### config.mk
export PLATFORM = sky130hd
export DESIGN_NAME = xml_entity_unescape_top_flat
export DESIGN_NICKNAME = d
export VERILOG_FILES = /design/src/xeu_pkg.sv /design/src/xeu_in_if.sv /design/src/xeu_out_if.sv /design/src/xeu_front.sv /design/src/xeu_queue.sv /design/src/xeu_back.sv /design/src/xml_entity_unescape_top.sv /design/src/flat_wrapper.sv
export SDC_FILE = /design/constraint.sdc
export NUM_CORES = 1
export LEC_CHECK = 0
export ABC_AREA = 1
export BUFFER_PORTS_ARGS = -buffer_cell sky130_fd_sc_hd__buf_2
export CAP_MARGIN = 20
export CORE_UTILIZATION = 61
export DETAILED_ROUTE_END_ITERATION = 10
export GPL_TIMING_DRIVEN = 0
export PLACE_DENSITY_LB_ADDON = 0.12
export SLEW_MARGIN = 10
export SYNTH_ARGS = -nofsm -noshare
export SYNTH_HDL_FRONTEND = slang
export SYNTH_SLANG_ARGS = --single-unit
### constraint.sdc
create_clock -name clk -period 7.8 [get_ports clk]
set_clock_uncertainty 0.1 [all_clocks]
set_input_delay 0.39 -clock clk [delete_from_list [all_inputs] [get_ports clk]]
set_output_delay 0.39 -clock clk [all_outputs]
set_load 0.02 [all_outputs]
### src/xeu_pkg.sv
package xeu_pkg;

    localparam int unsigned QUEUE_DEPTH = 2;

    localparam logic [7:0] CH_AMP   = 8'h26;
    localparam logic [7:0] CH_LT    = 8'h3C;
    localparam logic [7:0] CH_GT    = 8'h3E;
    localparam logic [7:0] CH_QUOT  = 8'h22;
    localparam logic [7:0] CH_APOS  = 8'h27;
    localparam logic [7:0] CH_SEMI  = 8'h3B;
    localparam logic [7:0] CH_A     = 8'h61;
    localparam logic [7:0] CH_G     = 8'h67;
    localparam logic [7:0] CH_L     = 8'h6C;
    localparam logic [7:0] CH_M     = 8'h6D;
    localparam logic [7:0] CH_O     = 8'h6F;
    localparam logic [7:0] CH_P     = 8'h70;
    localparam logic [7:0] CH_Q     = 8'h71;
    localparam logic [7:0] CH_S     = 8'h73;
    localparam logic [7:0] CH_T     = 8'h74;
    localparam logic [7:0] CH_U     = 8'h75;

    // Match states: which entity prefix is currently held.
    typedef enum logic [3:0] {
        PFX_IDLE = 4'd0,
        PFX_AMP  = 4'd1,
        PFX_A    = 4'd2,
        PFX_AM   = 4'd3,
        PFX_AMP4 = 4'd4,
        PFX_AP   = 4'd5,
        PFX_APO  = 4'd6,
        PFX_APOS = 4'd7,
        PFX_L    = 4'd8,
        PFX_LT   = 4'd9,
        PFX_G    = 4'd10,
        PFX_GT   = 4'd11,
        PFX_Q    = 4'd12,
        PFX_QU   = 4'd13,
        PFX_QUO  = 4'd14,
        PFX_QUOT = 4'd15
    } pfx_t;

    typedef enum logic [1:0] {
        ADV_NONE,
        ADV_LONGER,
        ADV_DONE
    } adv_kind_t;

    typedef struct packed {
        adv_kind_t  kind;
        pfx_t       nxt;
        logic [7:0] dec;
    } adv_t;

    // One job: held bytes to flush, an optional middle byte, held bytes flushed at end of text.
    typedef struct packed {
        pfx_t       flush_pre;
        logic       mid_vld;
        logic [7:0] mid_byte;
        pfx_t       flush_post;
        logic       text_end;
    } job_t;

    typedef struct packed {
        logic valid;
        job_t job;
    } job_push_t;

    typedef struct packed {
        logic not_empty;
        job_t job;
    } job_head_t;

    function automatic logic [2:0] prefix_len(input pfx_t code);
        logic [2:0] len;
        unique case (code)
            PFX_IDLE:                         len = 3'd0;
            PFX_AMP:                          len = 3'd1;
            PFX_A, PFX_L, PFX_G, PFX_Q:       len = 3'd2;
            PFX_AM, PFX_AP, PFX_LT, PFX_GT,
            PFX_QU:                           len = 3'd3;
            PFX_AMP4, PFX_APO, PFX_QUO:       len = 3'd4;
            PFX_APOS, PFX_QUOT:               len = 3'd5;
            default:                          len = 3'd0;
        endcase
        return len;
    endfunction

    function automatic logic [7:0] prefix_char(input pfx_t code, input logic [2:0] idx);
        logic [7:0] ch;
        ch = CH_AMP;
        unique case (idx)
            3'd0: ch = CH_AMP;
            3'd1:
                unique case (code) inside
                    [PFX_A:PFX_APOS]: ch = CH_A;
                    PFX_L, PFX_LT:    ch = CH_L;
                    PFX_G, PFX_GT:    ch = CH_G;
                    default:          ch = CH_Q;
                endcase
            3'd2:
                unique case (code) inside
                    PFX_AM, PFX_AMP4:          ch = CH_M;
                    PFX_AP, PFX_APO, PFX_APOS: ch = CH_P;
                    PFX_LT, PFX_GT:            ch = CH_T;
                    default:                   ch = CH_U;
                endcase
            3'd3:
                unique case (code)
                    PFX_AMP4: ch = CH_P;
                    default:  ch = CH_O;
                endcase
            3'd4:
                unique case (code)
                    PFX_APOS: ch = CH_S;
                    default:  ch = CH_T;
                endcase
            default: ch = CH_AMP;
        endcase
        return ch;
    endfunction

    function automatic adv_t advance(input pfx_t st, input logic [7:0] c);
        adv_t r;
        r.kind = ADV_NONE;
        r.nxt  = PFX_IDLE;
        r.dec  = CH_AMP;
        unique case (st)
            PFX_IDLE:
                if (c == CH_AMP) begin r.kind = ADV_LONGER; r.nxt = PFX_AMP; end
            PFX_AMP:
                if (c == CH_A) begin r.kind = ADV_LONGER; r.nxt = PFX_A; end
                else if (c == CH_L) begin r.kind = ADV_LONGER; r.nxt = PFX_L; end
                else if (c == CH_G) begin r.kind = ADV_LONGER; r.nxt = PFX_G; end
                else if (c == CH_Q) begin r.kind = ADV_LONGER; r.nxt = PFX_Q; end
            PFX_A:
                if (c == CH_M) begin r.kind = ADV_LONGER; r.nxt = PFX_AM; end
                else if (c == CH_P) begin r.kind = ADV_LONGER; r.nxt = PFX_AP; end
            PFX_AM:
                if (c == CH_P) begin r.kind = ADV_LONGER; r.nxt = PFX_AMP4; end
            PFX_AMP4:
                if (c == CH_SEMI) begin r.kind = ADV_DONE; r.dec = CH_AMP; end
            PFX_AP:
                if (c == CH_O) begin r.kind = ADV_LONGER; r.nxt = PFX_APO; end
            PFX_APO:
                if (c == CH_S) begin r.kind = ADV_LONGER; r.nxt = PFX_APOS; end
            PFX_APOS:
                if (c == CH_SEMI) begin r.kind = ADV_DONE; r.dec = CH_APOS; end
            PFX_L:
                if (c == CH_T) begin r.kind = ADV_LONGER; r.nxt = PFX_LT; end
            PFX_LT:
                if (c == CH_SEMI) begin r.kind = ADV_DONE; r.dec = CH_LT; end
            PFX_G:
                if (c == CH_T) begin r.kind = ADV_LONGER; r.nxt = PFX_GT; end
            PFX_GT:
                if (c == CH_SEMI) begin r.kind = ADV_DONE; r.dec = CH_GT; end
            PFX_Q:
                if (c == CH_U) begin r.kind = ADV_LONGER; r.nxt = PFX_QU; end
            PFX_QU:
                if (c == CH_O) begin r.kind = ADV_LONGER; r.nxt = PFX_QUO; end
            PFX_QUO:
                if (c == CH_T) begin r.kind = ADV_LONGER; r.nxt = PFX_QUOT; end
            PFX_QUOT:
                if (c == CH_SEMI) begin r.kind = ADV_DONE; r.dec = CH_QUOT; end
            default: r.kind = ADV_NONE;
        endcase
        return r;
    endfunction

endpackage

### src/xeu_in_if.sv
interface xeu_in_if;
    logic       valid;
    logic       ready;
    logic [7:0] in_byte;
    logic       text_end;

    modport source (output valid, output in_byte, output text_end, input ready);
    modport sink (input valid, input in_byte, input text_end, output ready);
endinterface

### src/xeu_out_if.sv
interface xeu_out_if;
    logic       valid;
    logic       ready;
    logic [7:0] out_byte;
    logic       run_last;
    logic       stream_last;

    modport source (output valid, output out_byte, output run_last, output stream_last,
                    input ready);
    modport sink (input valid, input out_byte, input run_last, input stream_last,
                  output ready);
endinterface

### src/xeu_front.sv
module xeu_front (
    input  logic               clk,
    input  logic               rst_n,
    xeu_in_if.sink             in_ch,
    input  logic               queue_full,
    output xeu_pkg::job_push_t push
);
    import xeu_pkg::*;

    pfx_t match_reg;
    pfx_t match_next;
    logic accept;

    assign in_ch.ready = !queue_full;
    assign accept      = in_ch.valid && in_ch.ready;

    always_comb
    begin
        adv_t r;
        pfx_t st;
        r          = advance(match_reg, in_ch.in_byte);
        st         = match_reg;
        push.job   = '0;
        push.job.flush_pre = PFX_IDLE;
        push.job.flush_post = PFX_IDLE;

        // A broken match flushes what is held, then the byte is tried from idle.
        if (r.kind == ADV_NONE && match_reg != PFX_IDLE) begin
            push.job.flush_pre = match_reg;
            r = advance(PFX_IDLE, in_ch.in_byte);
        end

        unique case (r.kind)
            ADV_LONGER: st = r.nxt;
            ADV_DONE:
            begin
                push.job.mid_vld  = 1'b1;
                push.job.mid_byte = r.dec;
                st                = PFX_IDLE;
            end
            default:
            begin
                push.job.mid_vld  = 1'b1;
                push.job.mid_byte = in_ch.in_byte;
                st                = PFX_IDLE;
            end
        endcase

        push.job.text_end = in_ch.text_end;
        if (in_ch.text_end) begin
            push.job.flush_post = st;
            st = PFX_IDLE;
        end

        match_next = accept ? st : match_reg;
        push.valid = accept && (push.job.flush_pre != PFX_IDLE || push.job.mid_vld ||
                                push.job.flush_post != PFX_IDLE);
    end

    always_ff @(posedge clk or negedge rst_n)
    begin
        if (!rst_n) begin
            match_reg <= PFX_IDLE;
        end else begin
            match_reg <= match_next;
        end
    end

endmodule

### src/xeu_queue.sv
module xeu_queue (
    input  logic               clk,
    input  logic               rst_n,
    input  xeu_pkg::job_push_t push,
    input  logic               pop,
    output logic               full,
    output xeu_pkg::job_head_t head
);
    import xeu_pkg::*;

    localparam int unsigned PTR_W = (QUEUE_DEPTH > 1) ? $clog2(QUEUE_DEPTH) : 1;
    localparam int unsigned CNT_W = $clog2(QUEUE_DEPTH + 1);

    job_t             slots_reg [QUEUE_DEPTH];
    logic [PTR_W-1:0] wr_ptr_reg;
    logic [PTR_W-1:0] wr_ptr_next;
    logic [PTR_W-1:0] rd_ptr_reg;
    logic [PTR_W-1:0] rd_ptr_next;
    logic [CNT_W-1:0] count_reg;
    logic [CNT_W-1:0] count_next;
    logic             do_push;
    logic             do_pop;

    assign full           = (count_reg == CNT_W'(QUEUE_DEPTH));
    assign head.not_empty = (count_reg != '0);
    assign head.job       = slots_reg[rd_ptr_reg];
    assign do_push        = push.valid && !full;
    assign do_pop         = pop && head.not_empty;

    always_comb
    begin
        wr_ptr_next = wr_ptr_reg;
        rd_ptr_next = rd_ptr_reg;
        if (do_push) begin
            wr_ptr_next = (wr_ptr_reg == PTR_W'(QUEUE_DEPTH - 1)) ? '0 : wr_ptr_reg + 1'b1;
        end
        if (do_pop) begin
            rd_ptr_next = (rd_ptr_reg == PTR_W'(QUEUE_DEPTH - 1)) ? '0 : rd_ptr_reg + 1'b1;
        end
        count_next = count_reg + CNT_W'(do_push) - CNT_W'(do_pop);
    end

    always_ff @(posedge clk or negedge rst_n)
    begin
        if (!rst_n) begin
            wr_ptr_reg <= '0;
            rd_ptr_reg <= '0;
            count_reg  <= '0;
        end else begin
            wr_ptr_reg <= wr_ptr_next;
            rd_ptr_reg <= rd_ptr_next;
            count_reg  <= count_next;
        end
    end

    always_ff @(posedge clk)
    begin
        if (do_push) begin
            slots_reg[wr_ptr_reg] <= push.job;
        end
    end

endmodule

### src/xeu_back.sv
module xeu_back (
    input  logic               clk,
    input  logic               rst_n,
    input  xeu_pkg::job_head_t head,
    output logic               pop,
    xeu_out_if.source          out_ch
);
    import xeu_pkg::*;

    logic [2:0] pos_reg;
    logic [2:0] pos_next;
    logic       out_valid_reg;
    logic       out_valid_next;
    logic [7:0] out_byte_reg;
    logic       run_last_reg;
    logic       stream_last_reg;
    logic       load;
    logic [3:0] len_pre;
    logic [3:0] len_post;
    logic [3:0] mid_cnt;
    logic [3:0] total;
    logic [3:0] pos4;
    logic [3:0] post_idx;
    logic [7:0] cur_byte;
    logic       cur_last;

    assign out_ch.valid       = out_valid_reg;
    assign out_ch.out_byte    = out_byte_reg;
    assign out_ch.run_last    = run_last_reg;
    assign out_ch.stream_last = stream_last_reg;

    // The output register is free when empty or when its beat leaves this cycle.
    assign load = head.not_empty && (!out_valid_reg || out_ch.ready);

    always_comb
    begin
        len_pre  = {1'b0, prefix_len(head.job.flush_pre)};
        len_post = {1'b0, prefix_len(head.job.flush_post)};
        mid_cnt  = {3'b000, head.job.mid_vld};
        total    = len_pre + mid_cnt + len_post;
        pos4     = {1'b0, pos_reg};
        post_idx = pos4 - len_pre - mid_cnt;
        if (pos4 < len_pre) begin
            cur_byte = prefix_char(head.job.flush_pre, pos_reg);
        end else if (head.job.mid_vld && pos4 == len_pre) begin
            cur_byte = head.job.mid_byte;
        end else begin
            cur_byte = prefix_char(head.job.flush_post, post_idx[2:0]);
        end
        cur_last = (pos4 == total - 4'd1);

        pop      = load && cur_last;
        pos_next = pos_reg;
        if (load) begin
            pos_next = cur_last ? '0 : pos_reg + 3'd1;
        end

        out_valid_next = out_valid_reg;
        if (load) begin
            out_valid_next = 1'b1;
        end else if (out_ch.ready) begin
            out_valid_next = 1'b0;
        end
    end

    always_ff @(posedge clk or negedge rst_n)
    begin
        if (!rst_n) begin
            pos_reg       <= '0;
            out_valid_reg <= 1'b0;
        end else begin
            pos_reg       <= pos_next;
            out_valid_reg <= out_valid_next;
        end
    end

    always_ff @(posedge clk)
    begin
        if (load) begin
            out_byte_reg    <= cur_byte;
            run_last_reg    <= cur_last;
            stream_last_reg <= cur_last && head.job.text_end;
        end
    end

endmodule

### src/xml_entity_unescape_top.sv
// Channel   Dir  Beat payload                         Accepted when
// in_ch     in   in_byte[7:0], text_end               valid && ready
// out_ch    out  out_byte[7:0], run_last, stream_last valid && ready
//
// An input beat is classified in the cycle it is accepted; one input per cycle is taken
// while the two-entry job queue has room.
// The back end sends one output beat per cycle while out_ch is ready, so an item that
// yields k bytes (up to 6) becomes k beats and an item that is only held gives the back
// end no job; a flush of a broken or unfinished entity is the long case.
// Reset leaves the decoder idle with nothing held and both queue and output empty.
// A stalled output holds its beat; input keeps flowing until the queue fills.
module xml_entity_unescape_top (
    input  logic      clk,
    input  logic      rst_n,
    xeu_in_if.sink    in_ch,
    xeu_out_if.source out_ch
);
    import xeu_pkg::*;

    job_push_t push;
    job_head_t head;
    logic      queue_full;
    logic      pop;

    xeu_front u_front (
        .clk        (clk),
        .rst_n      (rst_n),
        .in_ch      (in_ch),
        .queue_full (queue_full),
        .push       (push)
    );

    xeu_queue u_queue (
        .clk   (clk),
        .rst_n (rst_n),
        .push  (push),
        .pop   (pop),
        .full  (queue_full),
        .head  (head)
    );

    xeu_back u_back (
        .clk    (clk),
        .rst_n  (rst_n),
        .head   (head),
        .pop    (pop),
        .out_ch (out_ch)
    );

endmodule

### src/flat_wrapper.sv
// flat-port wrapper written by rule: the top's interface ports become plain ports
module xml_entity_unescape_top_flat import xeu_pkg::*;
  (clk, rst_n, in_ch_valid, in_ch_in_byte, in_ch_text_end, in_ch_ready, out_ch_valid, out_ch_out_byte, out_ch_run_last, out_ch_stream_last, out_ch_ready);
  xeu_in_if in_ch_i ();
  xeu_out_if out_ch_i ();
  input  logic clk;
  input  logic rst_n;
  input wire logic [$bits(in_ch_i.valid)-1:0] in_ch_valid;
  input wire logic [$bits(in_ch_i.in_byte)-1:0] in_ch_in_byte;
  input wire logic [$bits(in_ch_i.text_end)-1:0] in_ch_text_end;
  output wire logic [$bits(in_ch_i.ready)-1:0] in_ch_ready;
  output wire logic [$bits(out_ch_i.valid)-1:0] out_ch_valid;
  output wire logic [$bits(out_ch_i.out_byte)-1:0] out_ch_out_byte;
  output wire logic [$bits(out_ch_i.run_last)-1:0] out_ch_run_last;
  output wire logic [$bits(out_ch_i.stream_last)-1:0] out_ch_stream_last;
  input wire logic [$bits(out_ch_i.ready)-1:0] out_ch_ready;
  assign in_ch_i.valid = in_ch_valid;
  assign in_ch_i.in_byte = in_ch_in_byte;
  assign in_ch_i.text_end = in_ch_text_end;
  assign in_ch_ready = in_ch_i.ready;
  assign out_ch_valid = out_ch_i.valid;
  assign out_ch_out_byte = out_ch_i.out_byte;
  assign out_ch_run_last = out_ch_i.run_last;
  assign out_ch_stream_last = out_ch_i.stream_last;
  assign out_ch_i.ready = out_ch_ready;
  xml_entity_unescape_top u_core (.clk(clk), .rst_n(rst_n), .in_ch(in_ch_i), .out_ch(out_ch_i));
endmodule
==> run_results.csv <==
group,metric,value,unit
floorplanning,initial_utilization,63.1,%
worst_hold_path,hold_class,"in2reg",
drt,viasPerCell,5.48,
critical_path,slowest_delay,0.44,ns
clocking,numClockSinks,58,
yosys,async_flop_share,20.7,%
yosys,yosysSeqAreaShare,42.2,%
power_and_ir_drop,seqPwrFrac,26.5,%
critical_path,crit_path_start_kind,"flop",
power_and_ir_drop,swShare,47.4,%
finish,final_area,4370,sq um
clocking,cts_made_buffers,9,
place,pre_cts_slack,3.50,ns
timing,clock.fmax,0.230,GHz
power_and_ir_drop,p_clk_share,12.0,%
clocking,clk_path_buf_depth,2,
yosys,netlist_area,3980,sq um
yosys,yosys_register_bits,58,
grt,grt.overflow.total,0,
drt,wl_met2,4.28,mm
yosys,yosysWarnings,0,
finish,nFillCells,504,
floorplanning,placement_rows,29,
grt,grt_util_all_layers,26.4,%
clocking,post_cts_resized,0,
yosys,synthFlopType,"edfxtp_1",
power_and_ir_drop,cellLeakagePower,2.00,nW
drt,wirelength_met1,3.62,mm
yosys,synth_edf_count,46,
worst_hold_path,hold_depth,2,
power_and_ir_drop,totalPowerFinal,1.90,mW
clocking,cts_setup_buffers,0,
critical_path,reg2regPathDepth,18,
drt,vias,3301,
floorplanning,io_pins,25,
timing,drv_slew,0,
critical_path,arrival,4.50,ns
timing,setup_violations,0,
yosys,netlist_instances,484,
drt,dr.pass1.iters,5,
place,placed_area,4200,sq um
critical_path,cp.required,7.95,ns
run,cap_viol_max_count,0,
timing,period_needed,4.35,ns
status,outcome,"finished clean",
drt,routed_wl,8.31,mm
yosys,post_synth.cell_area_avg,8.23,sq um
drt,drc_errors,0,
clocking,cts_tree,"yes",
critical_path,r2r_setup_slack,3.45,ns
floorplanning,die_y,82.8,microns
power_and_ir_drop,p_comb_share,61.5,%
power_and_ir_drop,switchingPower,0.900,mW
floorplanning,dieArea,6860,sq um
place,dp_hpwl,6.56,mm
clocking,htree_levels,3,
finish,n_antenna_cell,0,
critical_path,cpMaxStageDelayCell,"fa_1",
yosys,synth.distinct_cells,42,
finish,multi_input_area,2000,sq um
place,io_buffers,24,
timing,fin_ws,3.45,ns
critical_path,crit_path_end_kind,"flop",
timing,rsz0062_at_grt,"no",
timing,worst_pin_slew,0.855,ns
drt,dr_wl_met3,228,microns
grt,first_global_vias,3241,
yosys,syn-num-nets,521,
timing,finalHoldViolCount,0,
finish,seqCellArea,1680,sq um
critical_path,path_class,"reg2reg",
drt,wl_per_cell,13.8,microns
power_and_ir_drop,power_density,434,nW/um^2
floorplanning,fp.coreArea,6310,sq um
finish,nets,557,
critical_path,worstPathCellList,"buf_2 > o21ai_0 > inv_1 > nand2_1 > inv_1 > a22oi_1 > nand2_1 > ha_1 > fa_1 > xnor2_1 > xor2_1 > nor4b_1 > nand3_1 > nor2_1 > ha_1 > inv_1 > ha_1 > xnor2_1",
timing,fin_tns_setup,0,ns
timing,slew_headroom,42.9,%
clocking,root_buffer,"clkbuf_8",
place,gp_congestion,0.893,
power_and_ir_drop,p_int,1.00,mW
drt,postRouteAntennaNets,0,
floorplanning,die_width,82.8,microns
clocking,clk_latency,0.32,ns
finish,largest_reg_flops,36,
grt,grt_first_pass_wirelength,14.4,mm
timing,finalCritPeriodShare,55.8,%
finish,drive_gt1_share,19.0,%
grt,antenna_found_initial,0,
power_and_ir_drop,vdd_ir_drop_max,406,uV
finish,syn_to_final_growth,9.80,%
clocking,path_clk_slew,0.07,ns
drt,top_layer,"met4",
grt,grt_max_degree,19,
critical_path,crit_fanout,10,
drt,drtIter0Drc,157,
[critical path: cells and delay by family (launching register included)]
family | cells | cell delay, ns
adder cells (fa/ha/maj) | 4 | 1.25
AND/OR/NAND/NOR | 5 | 1.07
AO/OA/AOI/OAI | 2 | 0.59
buffers and inverters | 4 | 0.43
XOR/XNOR | 3 | 0.42
flip-flops | 1 | 0.39
[through the flow]
| step | util [%] | instances | hold slack [ns] |
|---|---|---|---|
| 6_report | 69.3 | 602 | 0.167 |
| 5_1_grt | 69.3 | 602 | 0.142 |
| 4_1_cts | 69.3 | 602 | 0.148 |
| 3_5_place_dp | 66.6 | 585 | 0.187 |
| 3_3_place_gp | 66.5 | 585 | 0.186 |
| 2_1_floorplan | - | 484 | -0.00559 |
[path summary, 6_finish.rpt]
path | start | end
max | u_core.u_queue.rd_ptr_reg | u_core.u_queue.count_reg[1]
min in group asynchronous | rst_n | u_core.u_queue.rd_ptr_reg
max reg2reg | u_core.u_queue.rd_ptr_reg | u_core.u_queue.count_reg[1]
min reg2reg | u_core.u_queue.wr_ptr_reg | u_core.u_queue.wr_ptr_reg
min | out_ch_ready | u_core.u_back.out_ch.valid
max in group asynchronous | rst_n | u_core.u_front.match_reg[2]
[layout make-up]
class / count / share of cell area (%)
Timing Repair Buffer: 25 / 2.97
Clock inverter: 5 / 0.686
Buffer: 5 / 0.601
Clock buffer: 11 / 3.00
Sequential cell: 58 / 38.4
Multi-Input combinational cell: 347 / 45.7
Tap cell: 77 / 2.20
Inverter: 74 / 6.35
[kinds of logic (layout without fill, tap and decap cells)]
group | Yosys count | count (layout) | share of synthesized area (%)
xor+xnor | 6 | 6 | 1.32
mux | 2 | 2 | 0.503
buf+inv | 79 | 120 | 7.63
simple gates | 251 | 251 | 30.4
flops | 58 | 58 | 42.2
fa+ha+maj | 24 | 24 | 8.10
compound gates | 64 | 64 | 9.83
[placed cells by master, fill, tap and decap left out, types with 10 or more instances in the layout]
master,instances
o21ai_0,19
inv_1,65
nor2_1,53
nand3_1,27
a21oi_1,11
nor2_2,10
nand2_1,109
dfrtp_1,12
buf_2,27
ha_1,21
edfxtp_1,46
[Yosys cell counts (2+ instances only)]
cell type | number | area share (%)
fa_1 | 3 | 1.5
nor2_1 | 54 | 5.1
o21ai_2 | 4 | 0.88
a211oi_1 | 3 | 0.57
nand2_1 | 109 | 10
nand4_1 | 7 | 1.1
mux2i_1 | 2 | 0.50
xor2_1 | 2 | 0.44
or2_2 | 8 | 1.3
a21oi_1 | 11 | 1.4
edfxtp_1 | 46 | 35
nor2_4 | 5 | 1.4
o21ai_0 | 19 | 2.4
ha_1 | 21 | 6.6
o22ai_1 | 6 | 0.94
nor3_1 | 8 | 1.0
inv_1 | 65 | 6.1
nand2_2 | 9 | 1.4
nand3_2 | 9 | 2.3
o211ai_1 | 7 | 1.3
nand3_1 | 27 | 3.4
nor2_2 | 9 | 1.4
dfrtp_1 | 12 | 7.5
inv_2 | 9 | 0.85
buf_2 | 3 | 0.38
o21ai_1 | 7 | 0.88
xnor2_1 | 4 | 0.88
[timing repair]
action,in CTS,in global routing
endpoints found under the hold margin,12,0
hold buffers,1,0
setup endpoints to repair,0,0
[power by group through the flow]
| stage | sequential (mW) | combinational (mW) | clock (mW) |
|---|---|---|---|
| floorplan | 0.538 | 0.866 | 0 |
| global placement | 0.507 | 1.12 | 0 |
| detailed placement | 0.512 | 1.16 | 0 |
| CTS | 0.506 | 1.17 | 0.232 |
| global route | 0.514 | 1.33 | 0.246 |
| finish | 0.505 | 1.17 | 0.228 |
[routing by layer]
layer,vias up,global-route usage [%]
met5,-,0
met1,1534,30.8
li1,1679,-
met3,17,4.67
met4,0,13.0
met2,71,46.8
No activity file was read; power rests on OpenSTA's default activity.
